==> src/design/ttab_pkg.sv <==
// ----------------------------------------------------------------------------
// ttab_pkg
// Shared types and constants of the direct-mapped transposition table:
// table geometry, action codes, command and entry layouts, sequencer states.
// ----------------------------------------------------------------------------
`default_nettype none

package ttab_pkg;

	// Table geometry (power of two, at least two entries)
	localparam int TABLE_ENTRIES = 65536;
	localparam int IDX_W         = $clog2(TABLE_ENTRIES);

	// Command queue between front and back
	localparam int QUEUE_DEPTH = 2;
	localparam int QPTR_W      = (QUEUE_DEPTH > 1) ? $clog2(QUEUE_DEPTH) : 1;
	localparam int QCNT_W      = $clog2(QUEUE_DEPTH + 1);

	// Action codes on the input port
	localparam logic [1:0] ACT_PROBE = 2'd0;
	localparam logic [1:0] ACT_STORE = 2'd1;
	localparam logic [1:0] ACT_CLEAR = 2'd2;

	// Classified operation
	typedef enum logic [1:0] {
		OP_PROBE,
		OP_STORE,
		OP_CLEAR,
		OP_NOP
	} op_t;

	// One classified command
	typedef struct packed {
		op_t                op;
		logic [63:0]        key;
		logic signed [7:0]  depth;
		logic signed [15:0] score;
		logic [1:0]         bound;
		logic [15:0]        move;
	} cmd_t;

	// One table entry
	typedef struct packed {
		logic [63:0]        key;
		logic signed [7:0]  depth;
		logic signed [15:0] score;
		logic [1:0]         bound;
		logic [15:0]        move;
	} entry_t;

	// Empty entry: key zero, depth minus one
	localparam entry_t EMPTY_ENTRY = '{
		key:   64'd0,
		depth: 8'hFF,
		score: 16'd0,
		bound: 2'd0,
		move:  16'd0
	};

	// Back-end sequencer states
	typedef enum logic [2:0] {
		ST_INIT,
		ST_IDLE,
		ST_EVAL,
		ST_CLEAR,
		ST_FIN
	} state_t;

endpackage

`default_nettype wire

==> src/design/ttab_queue.sv <==
// ----------------------------------------------------------------------------
// ttab_queue
// Short command FIFO that decouples the front stage from the back end.
// ----------------------------------------------------------------------------
`default_nettype none

module ttab_queue (
	input  wire logic           clk,
	input  wire logic           arst_n,
	input  wire logic           push,
	input  wire ttab_pkg::cmd_t cmd_in,
	output logic                full,
	input  wire logic           pop,
	output logic                not_empty,
	output ttab_pkg::cmd_t      cmd_out
);

	localparam logic [ttab_pkg::QPTR_W-1:0] PTR_LAST =
		ttab_pkg::QPTR_W'(ttab_pkg::QUEUE_DEPTH - 1);
	localparam logic [ttab_pkg::QCNT_W-1:0] CNT_FULL =
		ttab_pkg::QCNT_W'(ttab_pkg::QUEUE_DEPTH);

	ttab_pkg::cmd_t                slot_q [ttab_pkg::QUEUE_DEPTH];
	logic [ttab_pkg::QPTR_W-1:0]   wr_ptr_q;
	logic [ttab_pkg::QPTR_W-1:0]   rd_ptr_q;
	logic [ttab_pkg::QCNT_W-1:0]   count_q;

	assign full      = (count_q == CNT_FULL);
	assign not_empty = (count_q != '0);
	assign cmd_out   = slot_q[rd_ptr_q];

	// Advance pointers and fill count
	always_ff @(posedge clk or negedge arst_n) begin
		if (!arst_n) begin
			wr_ptr_q <= '0;
			rd_ptr_q <= '0;
			count_q  <= '0;
		end else begin
			if (push) begin
				wr_ptr_q <= (wr_ptr_q == PTR_LAST) ? '0 : wr_ptr_q + 1'b1;
			end
			if (pop) begin
				rd_ptr_q <= (rd_ptr_q == PTR_LAST) ? '0 : rd_ptr_q + 1'b1;
			end
			if (push && !pop) begin
				count_q <= count_q + 1'b1;
			end else if (pop && !push) begin
				count_q <= count_q - 1'b1;
			end
		end
	end

	// Write the slot
	always_ff @(posedge clk) begin
		if (push) begin
			slot_q[wr_ptr_q] <= cmd_in;
		end
	end

	// Never overrun or underrun the FIFO
	a_no_overrun: assert property (@(posedge clk) disable iff (!arst_n)
		(push && !pop) |-> !full)
		else $error("ttab_queue: push into a full queue");

	a_no_underrun: assert property (@(posedge clk) disable iff (!arst_n)
		pop |-> not_empty)
		else $error("ttab_queue: pop from an empty queue");

endmodule

`default_nettype wire

==> config.mk <==
export PLATFORM = sky130hd
export DESIGN_NAME = ttab_queue
export DESIGN_NICKNAME = d
export VERILOG_FILES = /design/src/design/ttab_pkg.sv /design/src/design/ttab_queue.sv
export SDC_FILE = /design/constraint.sdc
export NUM_CORES = 1
export LEC_CHECK = 0
export BUFFER_PORTS_ARGS = -buffer_cell sky130_fd_sc_hd__buf_2
export CELL_PAD_IN_SITES_DETAIL_PLACEMENT = 1
export CELL_PAD_IN_SITES_GLOBAL_PLACEMENT = 2
export CORE_MARGIN = 5
export CORE_UTILIZATION = 38
export DETAILED_ROUTE_END_ITERATION = 12
export PLACE_DENSITY = 0.82
export SLEW_MARGIN = 25
export SYNTH_ARGS = -nofsm -noshare
export SYNTH_HDL_FRONTEND = slang
export SYNTH_SLANG_ARGS = --single-unit
==> constraint.sdc <==
create_clock -name clk -period 6.3 [get_ports clk]
set_input_delay 1.26 -clock clk [delete_from_list [all_inputs] [get_ports clk]]
set_output_delay 1.26 -clock clk [all_outputs]
set_load 0.01 [all_outputs]
==> flow_summary_export.csv <==
group,metric,value,unit
worst_setup_path,cp_top_family,"flip-flops",
timing,max-slew-margin-rel,36.6,%
placed_design,post-place-ws,2.71,ns
min_path,min_path_cells,1,
grt,antenna_found_initial,2,
yosys,ys_async_sr_fraction,1.82,%
clock_network,clockBufferDepth,3,
cells_and_area,antenna_cells,0,
cells_and_area,area_growth,26.9,%
cells_and_area,drive_gt1_share,60.7,%
die,start_util,38.3,%
clock_network,cts_root_buf,"clkbuf_16",
clock_network,htreeDepth,1,
min_path,whs_endpoint,"count_q[1]",
cells_and_area,nets,704,
worst_setup_path,crit_slowest_cell,"dfrtp_4",
status,status,"finished, final reports clean",
yosys,avgSynthCellArea,22.7,µm²
worst_setup_path,crit_buf_inv,2,
min_path,holdCritPathClass,"register to register",
drt,num_vias,4086,
clock_network,cts_hold_buf,0,
yosys,ys_seq_area_share,82.2,%
clock_network,clkTransAtPathRegs,0.06,ns
yosys,synth.area.top_cells,"edfxtp_1 81%, mux2_2 14%, mux2_4 1.9%",
clock_network,cts_tree,"done",
timing,skew,0.0139,ns
min_path,hold_start,"count_q[1]",
yosys,synth_seq_cells,220,
timing,fin_tns_setup,0,ns
timing,tightest_slew,0.952,ns
yosys,ys_types,14,
timing,min_period,4.01,ns
power_and_ir_drop,power,4.60,mW
power_and_ir_drop,combPwrFrac,25.9,%
timing,period_share,63.6,%
clock_network,cts_sinks,220,
worst_setup_path,worstPathArrival,2.75,ns
timing,hold_viol_final,0,
grt,track_usage,13.3,%
worst_setup_path,max_stage_delay,1.02,ns
drt,drt-initial-drc-count,188,
yosys,synth_cells,352,
worst_setup_path,end_kind,"primary output",
power_and_ir_drop,p_sw,1.28,mW
yosys,yosysMostFrequentCell,"edfxtp_1",
placed_design,place_hpwl,11100,µm
cells_and_area,final_area,0.0102,mm²
worst_setup_path,reg2reg_setup_slack,4.11,ns
grt,grt_pass1_vias,4565,
drt,ant_nets,0,
timing,setup_slack,2.29,ns
die,die_area,0.0241,mm²
timing,finalSetupViolations,0,
yosys,synthTopCellsByCount,"216 x edfxtp_1, 98 x mux2_2, 10 x mux2_4, 9 x buf_2",
worst_setup_path,worstSetupStartpointType,"register",
placed_design,placed_area,0.00942,mm²
yosys,synth_top_area_share,81.0,%
worst_setup_path,required,5.04,ns
cells_and_area,fillCellCount,2037,
grt,grt_pass1_wl,25400,µm
drt,vias_per_cell,4.64,
flow_run,cap_violations,0,
drt,wl_per_cell,18.8,µm
die,die_h,155,µm
yosys,yosys_warnings,0,
power_and_ir_drop,p_leak,3.84,nW
clock_network,cts_buffers,24,
worst_setup_path,critPathMaxFanout,65,
timing,rsz0062_at_grt,"no",
timing,maxSlewViolCount,0,
die,fp-row-count,53,
yosys,synth_nets,465,
clock_network,clkLatencyLatePin,0.50,ns
worst_setup_path,r2r-start,"wr_ptr_q",
placed_design,place.gp.congestion,0.732,
power_and_ir_drop,ir_worst_vdd,0.269,mV
yosys,mappedNetlistArea,0.00801,mm²
yosys,synth_area_leader_cell,"edfxtp_1",
timing,fmax,0.249,GHz
drt,firstDrtPassIters,4,
grt,grt_max_degree,66,
die,io_pins,222,
yosys,synth_edf_count,216,
power_and_ir_drop,internal_power,3.32,mW
power_and_ir_drop,p_per_area,453,mW/mm²
worst_setup_path,reg2reg_depth,2,
power_and_ir_drop,swShare,27.8,%
grt,overflow,0,
worst_setup_path,reg2reg_to,"slot_q[1][103]",
drt,wl,16500,µm
power_and_ir_drop,clkPwrFrac,28.4,%
placed_design,port_buffers,221,
clock_network,cts_resized,0,
drt,remaining_drc_errors,0,
worst_setup_path,path_cells,"buf_4 -> mux2_2 -> buf_2",
die,coreArea,0.0209,mm²
yosys,synth_flop_cell,"edfxtp_1",
clock_network,postCtsSetupBuffers,0,
power_and_ir_drop,p_seq_share,45.7,%
worst_setup_path,worstSetupPathType,"register to primary output",
timing,hold_slack,0.503,ns
die,die_w,155,µm
[routing by layer]
layer	global-route usage (%)	wire, µm	part of all wire, %
met1	16.6	6650	40
met2	22.4	8240	50
met3	4.45	1320	8.0
met4	3.03	280	1.7
met5	0	34	0.21
[sequential cells by signal (all words and copies together), names as in the netlist]
| signal | cells |
|---|---|
| wr_ptr_q | 1 |
| slot_q | 216 |
| rd_ptr_q | 1 |
| count_q | 2 |
[cells in the final DEF, fill, tap and decap left out, types with 2 or more instances in the layout]
master,Yosys,final
mux2_2,98,98
buf_2,9,221
clkbuf_1,0,5
buf_4,0,4
bufinv_16,0,2
clkbuf_16,0,25
clkinv_1,0,5
dfrtp_1,4,3
mux2_4,10,10
xor2_1,4,4
edfxtp_1,216,216
clkinv_2,0,3
[power by group through the flow]
stage	Combinational (mW)	Sequential, mW	Clock [mW]
3_3_place_gp	1.20	2.12	0
5_1_grt	1.29	2.13	1.42
4_1_cts	1.23	2.11	1.35
3_5_place_dp	1.22	2.14	0
2_1_floorplan	0.833	2.04	0
6_report	1.19	2.10	1.31
[worst max-delay path by stage]
stage | startpoint | endpoint | slack (ns) | cells past startpoint
floorplan | push | slot_q[0][0] | 1.78 | 1
global placement | rd_ptr_q | cmd_out[80] | 2.76 | 3
detailed placement | rd_ptr_q | cmd_out[100] | 2.71 | 3
CTS | rd_ptr_q | cmd_out[100] | 2.16 | 3
global route | rd_ptr_q | cmd_out[100] | 2.11 | 3
finish | rd_ptr_q | cmd_out[26] | 2.29 | 3
[final cells by class]
type	count	area, µm²	area share (%)
Timing Repair Buffer	225	1140	11.2
Tap cell	275	344	3.39
Inverter	1	3.75	0.0369
Sequential cell	220	6590	64.9
Multi-Input combinational cell	119	1350	13.3
Clock inverter	10	93.8	0.924
Clock buffer	30	644	6.34
[kinds of logic (layout without fill, tap and decap cells)]
family	Yosys count	count (layout)	share of synthesized area [%]
mux	108	108	15.7
xor+xnor	5	5	0.547
fa+ha+maj	1	1	0.156
simple gates	5	5	0.359
buf+inv	13	266	1.03
flops	220	220	82.3
[per-stage QoR]
step / cells / utilization (%)
3_5_place_dp: 840 / 45.1
5_1_grt: 880 / 48.6
6_report: 880 / 48.6
4_1_cts: 880 / 48.6
2_1_floorplan: 352 / -
3_3_place_gp: 840 / 45.1
[worst reg2reg max path, cell delays in order, from the launching register on]
cell	delay, ns
dfrtp_1	0.42
and2_4	0.75
buf_4	0.64
No activity file was read; power rests on OpenSTA's default activity.
