$ cat src/design/ttab_pkg.sv
// ----------------------------------------------------------------------------
// ttab_pkg
// Shared types and constants of the direct-mapped transposition table:
// table geometry, action codes, command and entry layouts, sequencer states.
// ----------------------------------------------------------------------------
`default_nettype none

package ttab_pkg;

	// Table geometry (power of two, at least two entries)
	localparam int TABLE_ENTRIES = 65536;
	localparam int IDX_W         = $clog2(TABLE_ENTRIES);

	// Command queue between front and back
	localparam int QUEUE_DEPTH = 2;
	localparam int QPTR_W      = (QUEUE_DEPTH > 1) ? $clog2(QUEUE_DEPTH) : 1;
	localparam int QCNT_W      = $clog2(QUEUE_DEPTH + 1);

	// Action codes on the input port
	localparam logic [1:0] ACT_PROBE = 2'd0;
	localparam logic [1:0] ACT_STORE = 2'd1;
	localparam logic [1:0] ACT_CLEAR = 2'd2;

	// Classified operation
	typedef enum logic [1:0] {
		OP_PROBE,
		OP_STORE,
		OP_CLEAR,
		OP_NOP
	} op_t;

	// One classified command
	typedef struct packed {
		op_t                op;
		logic [63:0]        key;
		logic signed [7:0]  depth;
		logic signed [15:0] score;
		logic [1:0]         bound;
		logic [15:0]        move;
	} cmd_t;

	// One table entry
	typedef struct packed {
		logic [63:0]        key;
		logic signed [7:0]  depth;
		logic signed [15:0] score;
		logic [1:0]         bound;
		logic [15:0]        move;
	} entry_t;

	// Empty entry: key zero, depth minus one
	localparam entry_t EMPTY_ENTRY = '{
		key:   64'd0,
		depth: 8'hFF,
		score: 16'd0,
		bound: 2'd0,
		move:  16'd0
	};

	// Back-end sequencer states
	typedef enum logic [2:0] {
		ST_INIT,
		ST_IDLE,
		ST_EVAL,
		ST_CLEAR,
		ST_FIN
	} state_t;

endpackage

`default_nettype wire

$ cat src/design/ttab_front.sv
// ----------------------------------------------------------------------------
// ttab_front
// Input stage: accepts an item, classifies its action and pushes the
// command into the queue toward the back end.
// ----------------------------------------------------------------------------
`default_nettype none

module ttab_front (
	input  wire logic                clk,
	input  wire logic                arst_n,
	input  wire logic                in_valid,
	output logic                     in_stall,
	input  wire logic [1:0]          action,
	input  wire logic [63:0]         key,
	input  wire logic signed [7:0]   depth,
	input  wire logic signed [15:0]  score,
	input  wire logic [1:0]          bound,
	input  wire logic [15:0]         move,
	input  wire logic                hold,
	input  wire logic                q_full,
	output logic                     q_push,
	output ttab_pkg::cmd_t           q_cmd
);

	logic           cmd_valid_s1;
	ttab_pkg::cmd_t cmd_s1;
	ttab_pkg::cmd_t cmd_dec;
	logic           accept;

	// Push when the queue has room; hold the input while blocked
	assign q_push   = cmd_valid_s1 && !q_full;
	assign in_stall = hold || (cmd_valid_s1 && q_full);
	assign accept   = in_valid && !in_stall;
	assign q_cmd    = cmd_s1;

	// Classify the action
	always_comb begin
		cmd_dec.key   = key;
		cmd_dec.depth = depth;
		cmd_dec.score = score;
		cmd_dec.bound = bound;
		cmd_dec.move  = move;
		case (action)
			ttab_pkg::ACT_PROBE: cmd_dec.op = ttab_pkg::OP_PROBE;
			ttab_pkg::ACT_STORE: cmd_dec.op = ttab_pkg::OP_STORE;
			ttab_pkg::ACT_CLEAR: cmd_dec.op = ttab_pkg::OP_CLEAR;
			default:             cmd_dec.op = ttab_pkg::OP_NOP;
		endcase
	end

	// Stage valid
	always_ff @(posedge clk or negedge arst_n) begin
		if (!arst_n) begin
			cmd_valid_s1 <= 1'b0;
		end else if (accept) begin
			cmd_valid_s1 <= 1'b1;
		end else if (q_push) begin
			cmd_valid_s1 <= 1'b0;
		end
	end

	// Stage payload
	always_ff @(posedge clk) begin
		if (accept) begin
			cmd_s1 <= cmd_dec;
		end
	end

endmodule

`default_nettype wire

$ cat config.mk
export PLATFORM = sky130hd
export DESIGN_NAME = ttab_front
export DESIGN_NICKNAME = d
export VERILOG_FILES = /design/src/design/ttab_pkg.sv /design/src/design/ttab_front.sv
export SDC_FILE = /design/constraint.sdc
export NUM_CORES = 1
export LEC_CHECK = 0
export BUFFER_PORTS_ARGS = -buffer_cell sky130_fd_sc_hd__buf_2
export CORE_MARGIN = 5
export CORE_UTILIZATION = 38
export CTS_BUF_LIST = sky130_fd_sc_hd__clkbuf_2 sky130_fd_sc_hd__clkbuf_4 sky130_fd_sc_hd__clkbuf_8
export DETAILED_ROUTE_END_ITERATION = 7
export PLACE_DENSITY = 0.75
export SLEW_MARGIN = 20
export SYNTH_ARGS = -nofsm -noshare
export SYNTH_HDL_FRONTEND = slang
export SYNTH_SLANG_ARGS = --single-unit
$ cat constraint.sdc
create_clock -name clk -period 5.85 [get_ports clk]
set_input_delay 1.17 -clock clk [delete_from_list [all_inputs] [get_ports clk]]
set_output_delay 1.17 -clock clk [all_outputs]
set_load 0.02 [all_outputs]
==> metrics.txt, run 1 <==
top cells by area, synth=edfxtp_1, dfrtp_1, nand2b_4, clkbuf_1, nand2_1; Layout area overhead=44.6%; Syn Inst Count=about 120; Via Count=around 2000; status=completed; CTS Hold Buffers Added=0; Clock Tree Buf Depth=2; fin cells=approximately 460; Yosys warnings=0; # clock sinks=roughly 110; Int Pwr=around 1.1 mW; Post-CTS Setup Repair Bufs=0; CTS Buf Count=9; first-pass GRT wire length=between 10000 and 15000 um; Worst-Skew Late Latency=between 0.3 and 0.4 ns; Setup TNS Final=0 ns; Post-synth EDFFs=108; Core Area=around 8600 um2; Leakage=between 2 and 2.5 nW; # nets final=approximately 460; Worst-Margin Slew=roughly 0.60 ns; CP max FO=3; placed cells=roughly 450; number of global-route vias before repair=between 2000 and 2500; final worst slack=3.09 ns; crit-path cells=buf_2 > nand2_1 > nand2b_1 > buf_2; P_sw=0.340 mW; register bit count reported by yosys=between 100 and 150; cts repair resizes=0; share of the synthesized area in the top cell type=0.978; final setup skew=between 0.015 and 0.02 ns; VDD IR max=0.000237 V; Power Density=304 nW/um2; CP delay by family, top=buffers and inverters; Initial Util=0.386; crit-path max cell delay=between 0.15 and 0.2 ns; Critical Path AT=~1.6 ns; top-count cell post-synth=edfxtp_1; Pre-antenna DRT Iters=4; post-place setup slack=roughly 2.6 ns; Finished Cell Area=~4800 um2; fraction of registers with async set/reset=0.00917; top cells by count, synth=edfxtp_1, clkbuf_1, nand2_1; Cell Area, Placed=between 4000 and 5000 um2; crit path kind=in -> out; final worst-path cycle share=0.472; Antenna Cells=0; Die Ht=103 um; CP dominant cell by count=buf_2; number of buffers added on ports=~220; Wirelength per Cell=17.2 um; Sw Share=0.233; DPL Wire Length=~6400 um; Root Buffer=clkbuf_8; Clk pwr share=0.289; Seq/Total Area, Yosys=0.986; DIE AREA=10700 um2; grt ovf=0; CTS clk-pin slew, worst paths=roughly 0.10 ns; Max Slew Vio Count=0; max-cap check violation count=0; CP Capture Type=primary output; Synth cell types=8; Mapped Nets=230; Rows=34; global placer's final weighted congestion=roughly 0.73; Final setup viols=0; Most used DFF post-synth=edfxtp_1; Synth area leader=edfxtp_1; CTS H-tree depth=3; Seq pwr share=0.622; final hold vios=0; Peak Freq=0.362 GHz; Req. time, crit path=4.68 ns; Post-Syn Area=approximately 3300 um2; DRC viols=0; CP Launch Type=input pin; largest net degree at the start of global routing=38; Avg Cell Area, Syn=28.3 um2; worst min-delay path class=in -> async; drt total wl=7980 um; chip width=between 100 and 150 um; initial antenna violation count=0; crit path buf inv count=2; CTS tree=built; initial DRC count=78; overall power=about 1.5 mW; share of cells above drive strength 1=0.683; fin crit period=2.76 ns; Rel. slew slack=0.599; logic gate share of total power=0.090; vias per cell=between 4 and 5; post-route ant nets=0; I/O Pins=roughly 220; Slowest-stage cell, CP=buf_2; gr usage total=0.144; RSZ-0062 raised after global routing=no
## layout by cell type (no fill, tap or decap)
cell type / instances
a21oi_4: 1
buf_16: 1
buf_2: 222
buf_4: 2
clkbuf_4: 1
clkbuf_8: 9
clkinv_4: 1
clkinvlp_4: 2
dfrtp_1: 1
edfxtp_1: 108
inv_6: 1
inv_8: 2
nand2_1: 2
nand2b_1: 1
nand2b_4: 1
nor2b_1: 1
## kinds of logic (layout without fill, tap and decap cells)
| logic type | Yosys count | in the layout | share of synthesized area |
|---|---|---|---|
| AND/OR/NAND/NOR | 5 | 5 | 0.0102 |
| AO/OA/AOI/OAI | 1 | 1 | 0.00151 |
| buffers and inverters | 2 | 241 | 0.00227 |
| flip-flops | 109 | 109 | 0.986 |
## worst paths after layout
check                                   from           end  slack, ns  cells past startpoint
worst max register to register  cmd_valid_s1    q_cmd[104]       3.85                      3
worst max-delay path                  q_full      in_stall       3.09                      4
worst min-delay path                  arst_n  cmd_valid_s1       0.58                      1
min in group clk                cmd_valid_s1  cmd_valid_s1       0.60                      2
worst min register to register  cmd_valid_s1  cmd_valid_s1       0.60                      2
max in group asynchronous             arst_n  cmd_valid_s1       5.18                      1
## state kept, by name (all words and copies together), names as in the netlist
name,flops
q_cmd,108
cmd_valid_s1,1
## metal layers
metal	up-vias	global-route usage	share of wire
met5	-	0	0
met1	897	0.136	0.30
li1	930	-	-
met2	118	0.255	0.55
met3	8	0.0838	0.14
met4	0	0.0578	0.011
## layout make-up
class	count	area, um2
well taps	108	135
clock inverters	6	55.1
fillers	692	3800
multi-input cells	6	50.0
repair buffers	225	1150
clock buffers	10	131
flip-flops and latches	109	3270
## power groups by stage
stage	Sequential [mW]	Clock, mW	Combinational, mW
global route	0.909	0.477	0.140
floorplan	0.969	0	0.0152
CTS	0.906	0.434	0.130
finish	0.905	0.420	0.131
global placement	0.922	0	0.128
detailed placement	0.924	0	0.130
## stage by stage
| step | utilization | hold WS [ns] |
|---|---|---|
| 3_5_place_dp | 0.533 | 0.576 |
| 4_1_cts | 0.555 | 0.556 |
| 2_1_floorplan | - | 0.497 |
| 3_3_place_gp | 0.533 | 0.569 |
| 5_1_grt | 0.558 | 0.531 |
| 6_report | 0.558 | 0.577 |
No activity file was read; power rests on OpenSTA's default activity.
==> inputs of run 2 (changes only) <==
Settings changed: ABC_AREA set to 1.
Clock period 5.85 ns to 2.5 ns, I/O delays scaled along.
==> metrics.txt, run 2 <==
crit path kind=reg -> out; Critical Path AT=1.13 ns (-0.46 ns); DPL Wire Length=6160 um (-3.2%); grt ovf=0 (unchanged); Final setup viols=0 (unchanged); final hold vios=0 (unchanged); Root Buffer=clkbuf_8; Synth cell types=8 (unchanged); final worst slack=0.872 ns (-2.22 ns); # clock sinks=109 (unchanged); CTS tree=built; initial antenna violation count=0 (unchanged); Post-CTS Setup Repair Bufs=0 (unchanged); cts repair resizes=0 (unchanged); Cell Area, Placed=4630 um2 (+1.1%); Post-Syn Area=3310 um2 (unchanged); Leakage=2.03 nW (about the same); Yosys warnings=0 (unchanged); Worst-Margin Slew=0.379 ns (-0.221 ns); Antenna Cells=0 (unchanged); fin cells=465 (+0.22%); Wirelength per Cell=16.6 um (-3.2%); area of the multi-input gates=60.1 um2 (+20%); Via Count=2024 (+3.6%); status=completed; M1 GR Usage=0.137 (+0.00170); gr usage total=0.140 (-0.00406); top cells by area, synth=edfxtp_1, dfrtp_1, nand2_2, inv_1, clkbuf_1; number of buffers added on ports=222 (unchanged); Core Area=8590 um2 (unchanged); chip width=103 um (unchanged); Seq/Total Area, Yosys=0.986 (unchanged); hold_ws=0.309 ns (-0.268 ns); drt total wl=7740 um (-3.0%); CTS clk-pin slew, worst paths=0.11 ns (about the same); Layout area overhead=45.1%; Pre-antenna DRT Iters=4 (unchanged); Avg Cell Area, Syn=27.9 um2 (-1.7%); DIE AREA=10700 um2 (unchanged); post-route ant nets=0 (unchanged); share of cells above drive strength 1=0.681 (-0.00191); Req. time, crit path=2.00 ns (-2.68 ns); Clock Tree Buf Depth=2 (unchanged); CTS Buf Count=9 (unchanged); # nets final=466 (+0.43%); Rel. slew slack=0.747 (+0.148); Mapped Nets=232 (+0.87%); most common cell after layout, fill and taps aside=buf_2; top-count cell post-synth=edfxtp_1; final setup skew=0.00785 ns (-0.00853 ns); fraction of registers with async set/reset=0.00917 (unchanged); largest net degree at the start of global routing=60 (+58%); GRT met2 Usage=0.234 (-0.0211); max-cap check violation count=0 (unchanged); fin crit period=1.63 ns; Initial Util=0.386 (unchanged); Synth area leader=edfxtp_1; placed cells=449 (+0.45%); FF-to-FF setup slack=0.88 ns (-2.97 ns); Syn Inst Count=119 (+1.7%); most frequent cells in the layout=buf_2, edfxtp_1, clkbuf_8; VDD IR max=0.000430 V (+81%); final worst-path cycle share=0.651; RSZ-0062 raised after global routing=no; share of the synthesized area in the top cell type=0.978 (unchanged); CTS H-tree depth=3 (unchanged); Rows=34 (unchanged); Max Slew Vio Count=0 (unchanged); Peak Freq=0.614 GHz; max FFs per register=108 (unchanged); Setup TNS Final=0 ns (unchanged); met3 GRT Util=0.0852 (+0.00134); Power Density=700 nW/um2 (+130%); Most used DFF post-synth=edfxtp_1; Post-synth EDFFs=108 (unchanged); vias per cell=4.35 (+3.4%); worst min-delay path class=in -> reg; first-pass GRT wire length=10700 um (-2.9%); Finished Cell Area=4810 um2 (+0.31%); GRT busiest layer=met2; top cells by count, synth=edfxtp_1, inv_1, clkbuf_1, nand2_2; CP Launch Type=flip-flop; initial DRC count=41 (-47%); I/O Pins=223 (unchanged); FILL cells=689 (-0.43%); CP max FO=2 (-1); Register Area=3270 um2 (unchanged); post-place setup slack=0.707 ns (-1.93 ns); CP Capture Type=primary output; Worst-Skew Late Latency=0.36 ns (about the same); Die Ht=103 um (unchanged); global placer's final weighted congestion=0.707 (-2.5%); number of global-route vias before repair=2119 (+3.9%); DRC viols=0 (unchanged); register bit count reported by yosys=109 (unchanged)
==> run 2: cell types whose count changed after synthesis, sizes merged <==
cell / previous run / this run
a21oi: 1 / 0
inv: 0 / 3
nand2b: 2 / 0
nor2: 0 / 2
nor2b: 1 / 0
o21ai: 0 / 1
==> run 2: what timing repair did <==
item	4_1_cts	5_1_grt
hold buffers	1	0
endpoints found under the hold margin	1	0
endpoints found under the setup margin	0	0
==> run 2: worst paths after layout <==
check,from,end,cells after the start
max,cmd_valid_s1,q_push,3
max reg2reg,cmd_valid_s1,q_cmd[20],4
min in group asynchronous,arst_n,cmd_valid_s1,2
min reg2reg,cmd_valid_s1,cmd_valid_s1,2
max in group asynchronous,arst_n,cmd_valid_s1,2
min,key[13],q_cmd[55],1
==> run 2: metal layers <==
layer / vias up / routed length [um]
met3: 14 / 1200
met1: 950 / 2370
li1: 932 / -
met2: 128 / 4020
met5: - / 0
met4: 0 / 156
==> run 2: area by class of cell <==
| cell class | count | share of cell area |
|---|---|---|
| Clock buffer | 9 | 0.0258 |
| Clock inverter | 6 | 0.00963 |
| Inverter | 3 | 0.00286 |
| Multi-Input combinational cell | 5 | 0.0125 |
| Sequential cell | 109 | 0.680 |
| Tap cell | 108 | 0.0281 |
| Timing Repair Buffer | 225 | 0.241 |
==> run 2: logic make-up after synthesis <==
family	Yosys count	synth area share
buffers and inverters	5	0.00566
flip-flops	109	0.986
AO/OA/AOI/OAI	1	0.00151
AND/OR/NAND/NOR	4	0.00679
==> run 2: worst max-delay path, cell delays in order (launching register included) <==
cell and delay (ns):
dfrtp_1 0.45, inv_1 0.07, nor2_1 0.09, buf_2 0.17
==> run 2: metrics by stage <==
| stage | utilization | total power, mW |
|---|---|---|
| after CTS | 0.560 | 3.42 |
| after global routing | 0.560 | 3.54 |
| after detailed placement | 0.539 | 2.48 |
| final | 0.560 | 3.37 |
| after floorplan | - | 2.30 |
| after global placement | 0.539 | 2.47 |
==> run 2: power breakdown <==
part           total (mW)  internal [mW]  switching [mW]
registers            2.12           2.10          0.0181
clock network       0.938          0.366           0.572
logic               0.311          0.120           0.191
total                3.37           2.59           0.781
==> inputs of run 3 (changes only) <==
Settings changed: ABC_AREA 1 to 0.
Clock period 2.5 ns to 1.48 ns, I/O delays scaled along.
==> metrics.txt, run 3 (synthesis gave the netlist of run 1 again) <==
CTS Buf Count=9 (unchanged); Rel. slew slack=0.776 (+0.0298); Rows=34 (unchanged); global placer's final weighted congestion=0.728 (+2.9%); max-cap check violation count=0 (unchanged); crit path kind=reg -> out; Peak Freq=about 0.72 GHz; gr usage total=0.148 (+0.00795); max FFs per register=108 (unchanged); fin crit period=approximately 1.4 ns; post-route ant nets=0 (unchanged); Max Slew Vio Count=0 (unchanged); first-pass GRT wire length=11400 um (+6.4%); most frequent cells in the layout=buf_2, edfxtp_1, clkbuf_8; chip width=103 um (unchanged); Cell Area, Placed=4700 um2 (+1.5%); initial antenna violation count=1 (+1); area of the multi-input gates=50.0 um2 (-17%); Clock Tree Buf Depth=2 (unchanged); end of the worst hold path=q_cmd[96]; Power Density=1240 nW/um2 (+77%); Wirelength per Cell=17.5 um (+4.9%); initial DRC count=72 (+76%); # nets final=474 (+1.7%); DPL Wire Length=6790 um (+10%); status=completed; # clock sinks=109 (unchanged); Core Area=8590 um2 (unchanged); number of buffers added on ports=222 (unchanged); hold_ws=0.107 ns (-0.202 ns); CTS clk-pin slew, worst paths=0.11 ns (about the same); Req. time, crit path=1.18 ns (-0.82 ns); CTS tree=built; Pre-antenna DRT Iters=4 (unchanged); Antenna Cells=0 (unchanged); worst min-delay path class=in -> reg; reg2reg end=q_cmd[42]; CP Capture Type=primary output; number of global-route vias before repair=2165 (+2.2%); Finished Cell Area=4960 um2 (+3.2%); Worst-Margin Slew=0.335 ns (-0.0438 ns); share of cells above drive strength 1=0.689 (+0.00785); largest net degree at the start of global routing=28 (-53%); Die Ht=103 um (unchanged); Critical Path AT=1.10 ns (-0.03 ns); I/O Pins=223 (unchanged); Worst-Skew Late Latency=0.35 ns (about the same); vias per cell=4.30 (-1.1%); HP Start=key[54]; Leakage=2.12 nW (+4.5%); Root Buffer=clkbuf_8; FILL cells=682 (-1.0%); placed cells=456 (+1.6%); Register Area=3270 um2 (unchanged); Via Count=2040 (+0.79%); DRC viols=0 (unchanged); grt ovf=0 (unchanged); CP max FO=3 (+1); DIE AREA=10700 um2 (unchanged); fin cells=474 (+1.9%); CTS H-tree depth=3 (unchanged); R2R cell count=2 (-2); overall power=6.16 mW (+83%); final hold vios=0 (unchanged); most common cell after layout, fill and taps aside=buf_2; Initial Util=0.386 (unchanged); final worst-path cycle share=0.944; VDD IR max=0.000741 V (+72%); FF-to-FF setup slack=0.15 ns (-0.73 ns); Hold Path Depth=1 (unchanged); Final setup viols=0 (unchanged); final setup skew=0.00848 ns (+0.000634 ns); CP Launch Type=flip-flop; drt total wl=8280 um (+7.0%); Layout area overhead=49.7%; Reg2Reg Launch Point=cmd_valid_s1
==> run 3: cell types whose count changed in the layout (fill, tap and decap cells not counted), sizes merged <==
cell,delta
buf,+10
nor2b,+1
clkinvlp,-2
clkinv,+1
nor2,-2
o21ai,-1
nand2b,+2
inv,-3
a21oi,+1
bufinv,+2
==> run 3: layer usage <==
metal / up-vias / global-route usage / share of wire
met1: 947 / 0.148 / 0.30
li1: 956 / - / -
met5: - / 0 / 0.0024
met3: 12 / 0.0926 / 0.14
met2: 123 / 0.251 / 0.54
met4: 2 / 0.0518 / 0.011
==> run 3: worst max-delay path by stage <==
stage | startpoint | end | slack (ns) | cells after the start
finish | cmd_valid_s1 | q_push | 0.08 | 2
global route | cmd_valid_s1 | in_stall | -0.005 | 3
CTS | cmd_valid_s1 | q_push | 0.04 | 2
detailed placement | hold | q_cmd[42] | 0.04 | 4
global placement | hold | q_cmd[88] | 0.09 | 4
floorplan | cmd_valid_s1 | q_cmd[0] | -1.16 | 1
==> run 3: per-stage QoR <==
step           setup slack (ns)   util  TNS [ns]
3_5_place_dp             0.0439  0.547         0
5_1_grt                -0.00472  0.577  -0.00472
2_1_floorplan             -1.16      -   -124.91
6_report                 0.0834  0.577         0
4_1_cts                  0.0439  0.576         0
3_3_place_gp             0.0909  0.547         0
==> run 3: critical path, cell delays in order (launching register included) <==
cell,delay (ns)
dfrtp_1,0.42
nor2b_1,0.15
buf_2,0.18
==> run 3: what timing repair did <==
action                                  CTS  global route
buffers inserted                          0             1
hold buffers                              1             0
hold endpoints to repair                  1             0
resized for setup                         0             2
endpoints found under the setup margin    0             1
==> run 3: cell type report <==
type                       instances  area share
timing repair buffer             235       0.255
clock buffer                       9      0.0250
tap                              108      0.0272
multi-input combinational          6      0.0101
clock inverter                     7      0.0235
sequential                       109       0.659
==> run 3: report_power, final <==
group          total [mW]  switching (mW)  internal, mW
logic               0.554           0.324         0.230
clock network        2.03            1.03          1.00
registers            3.58          0.0314          3.55
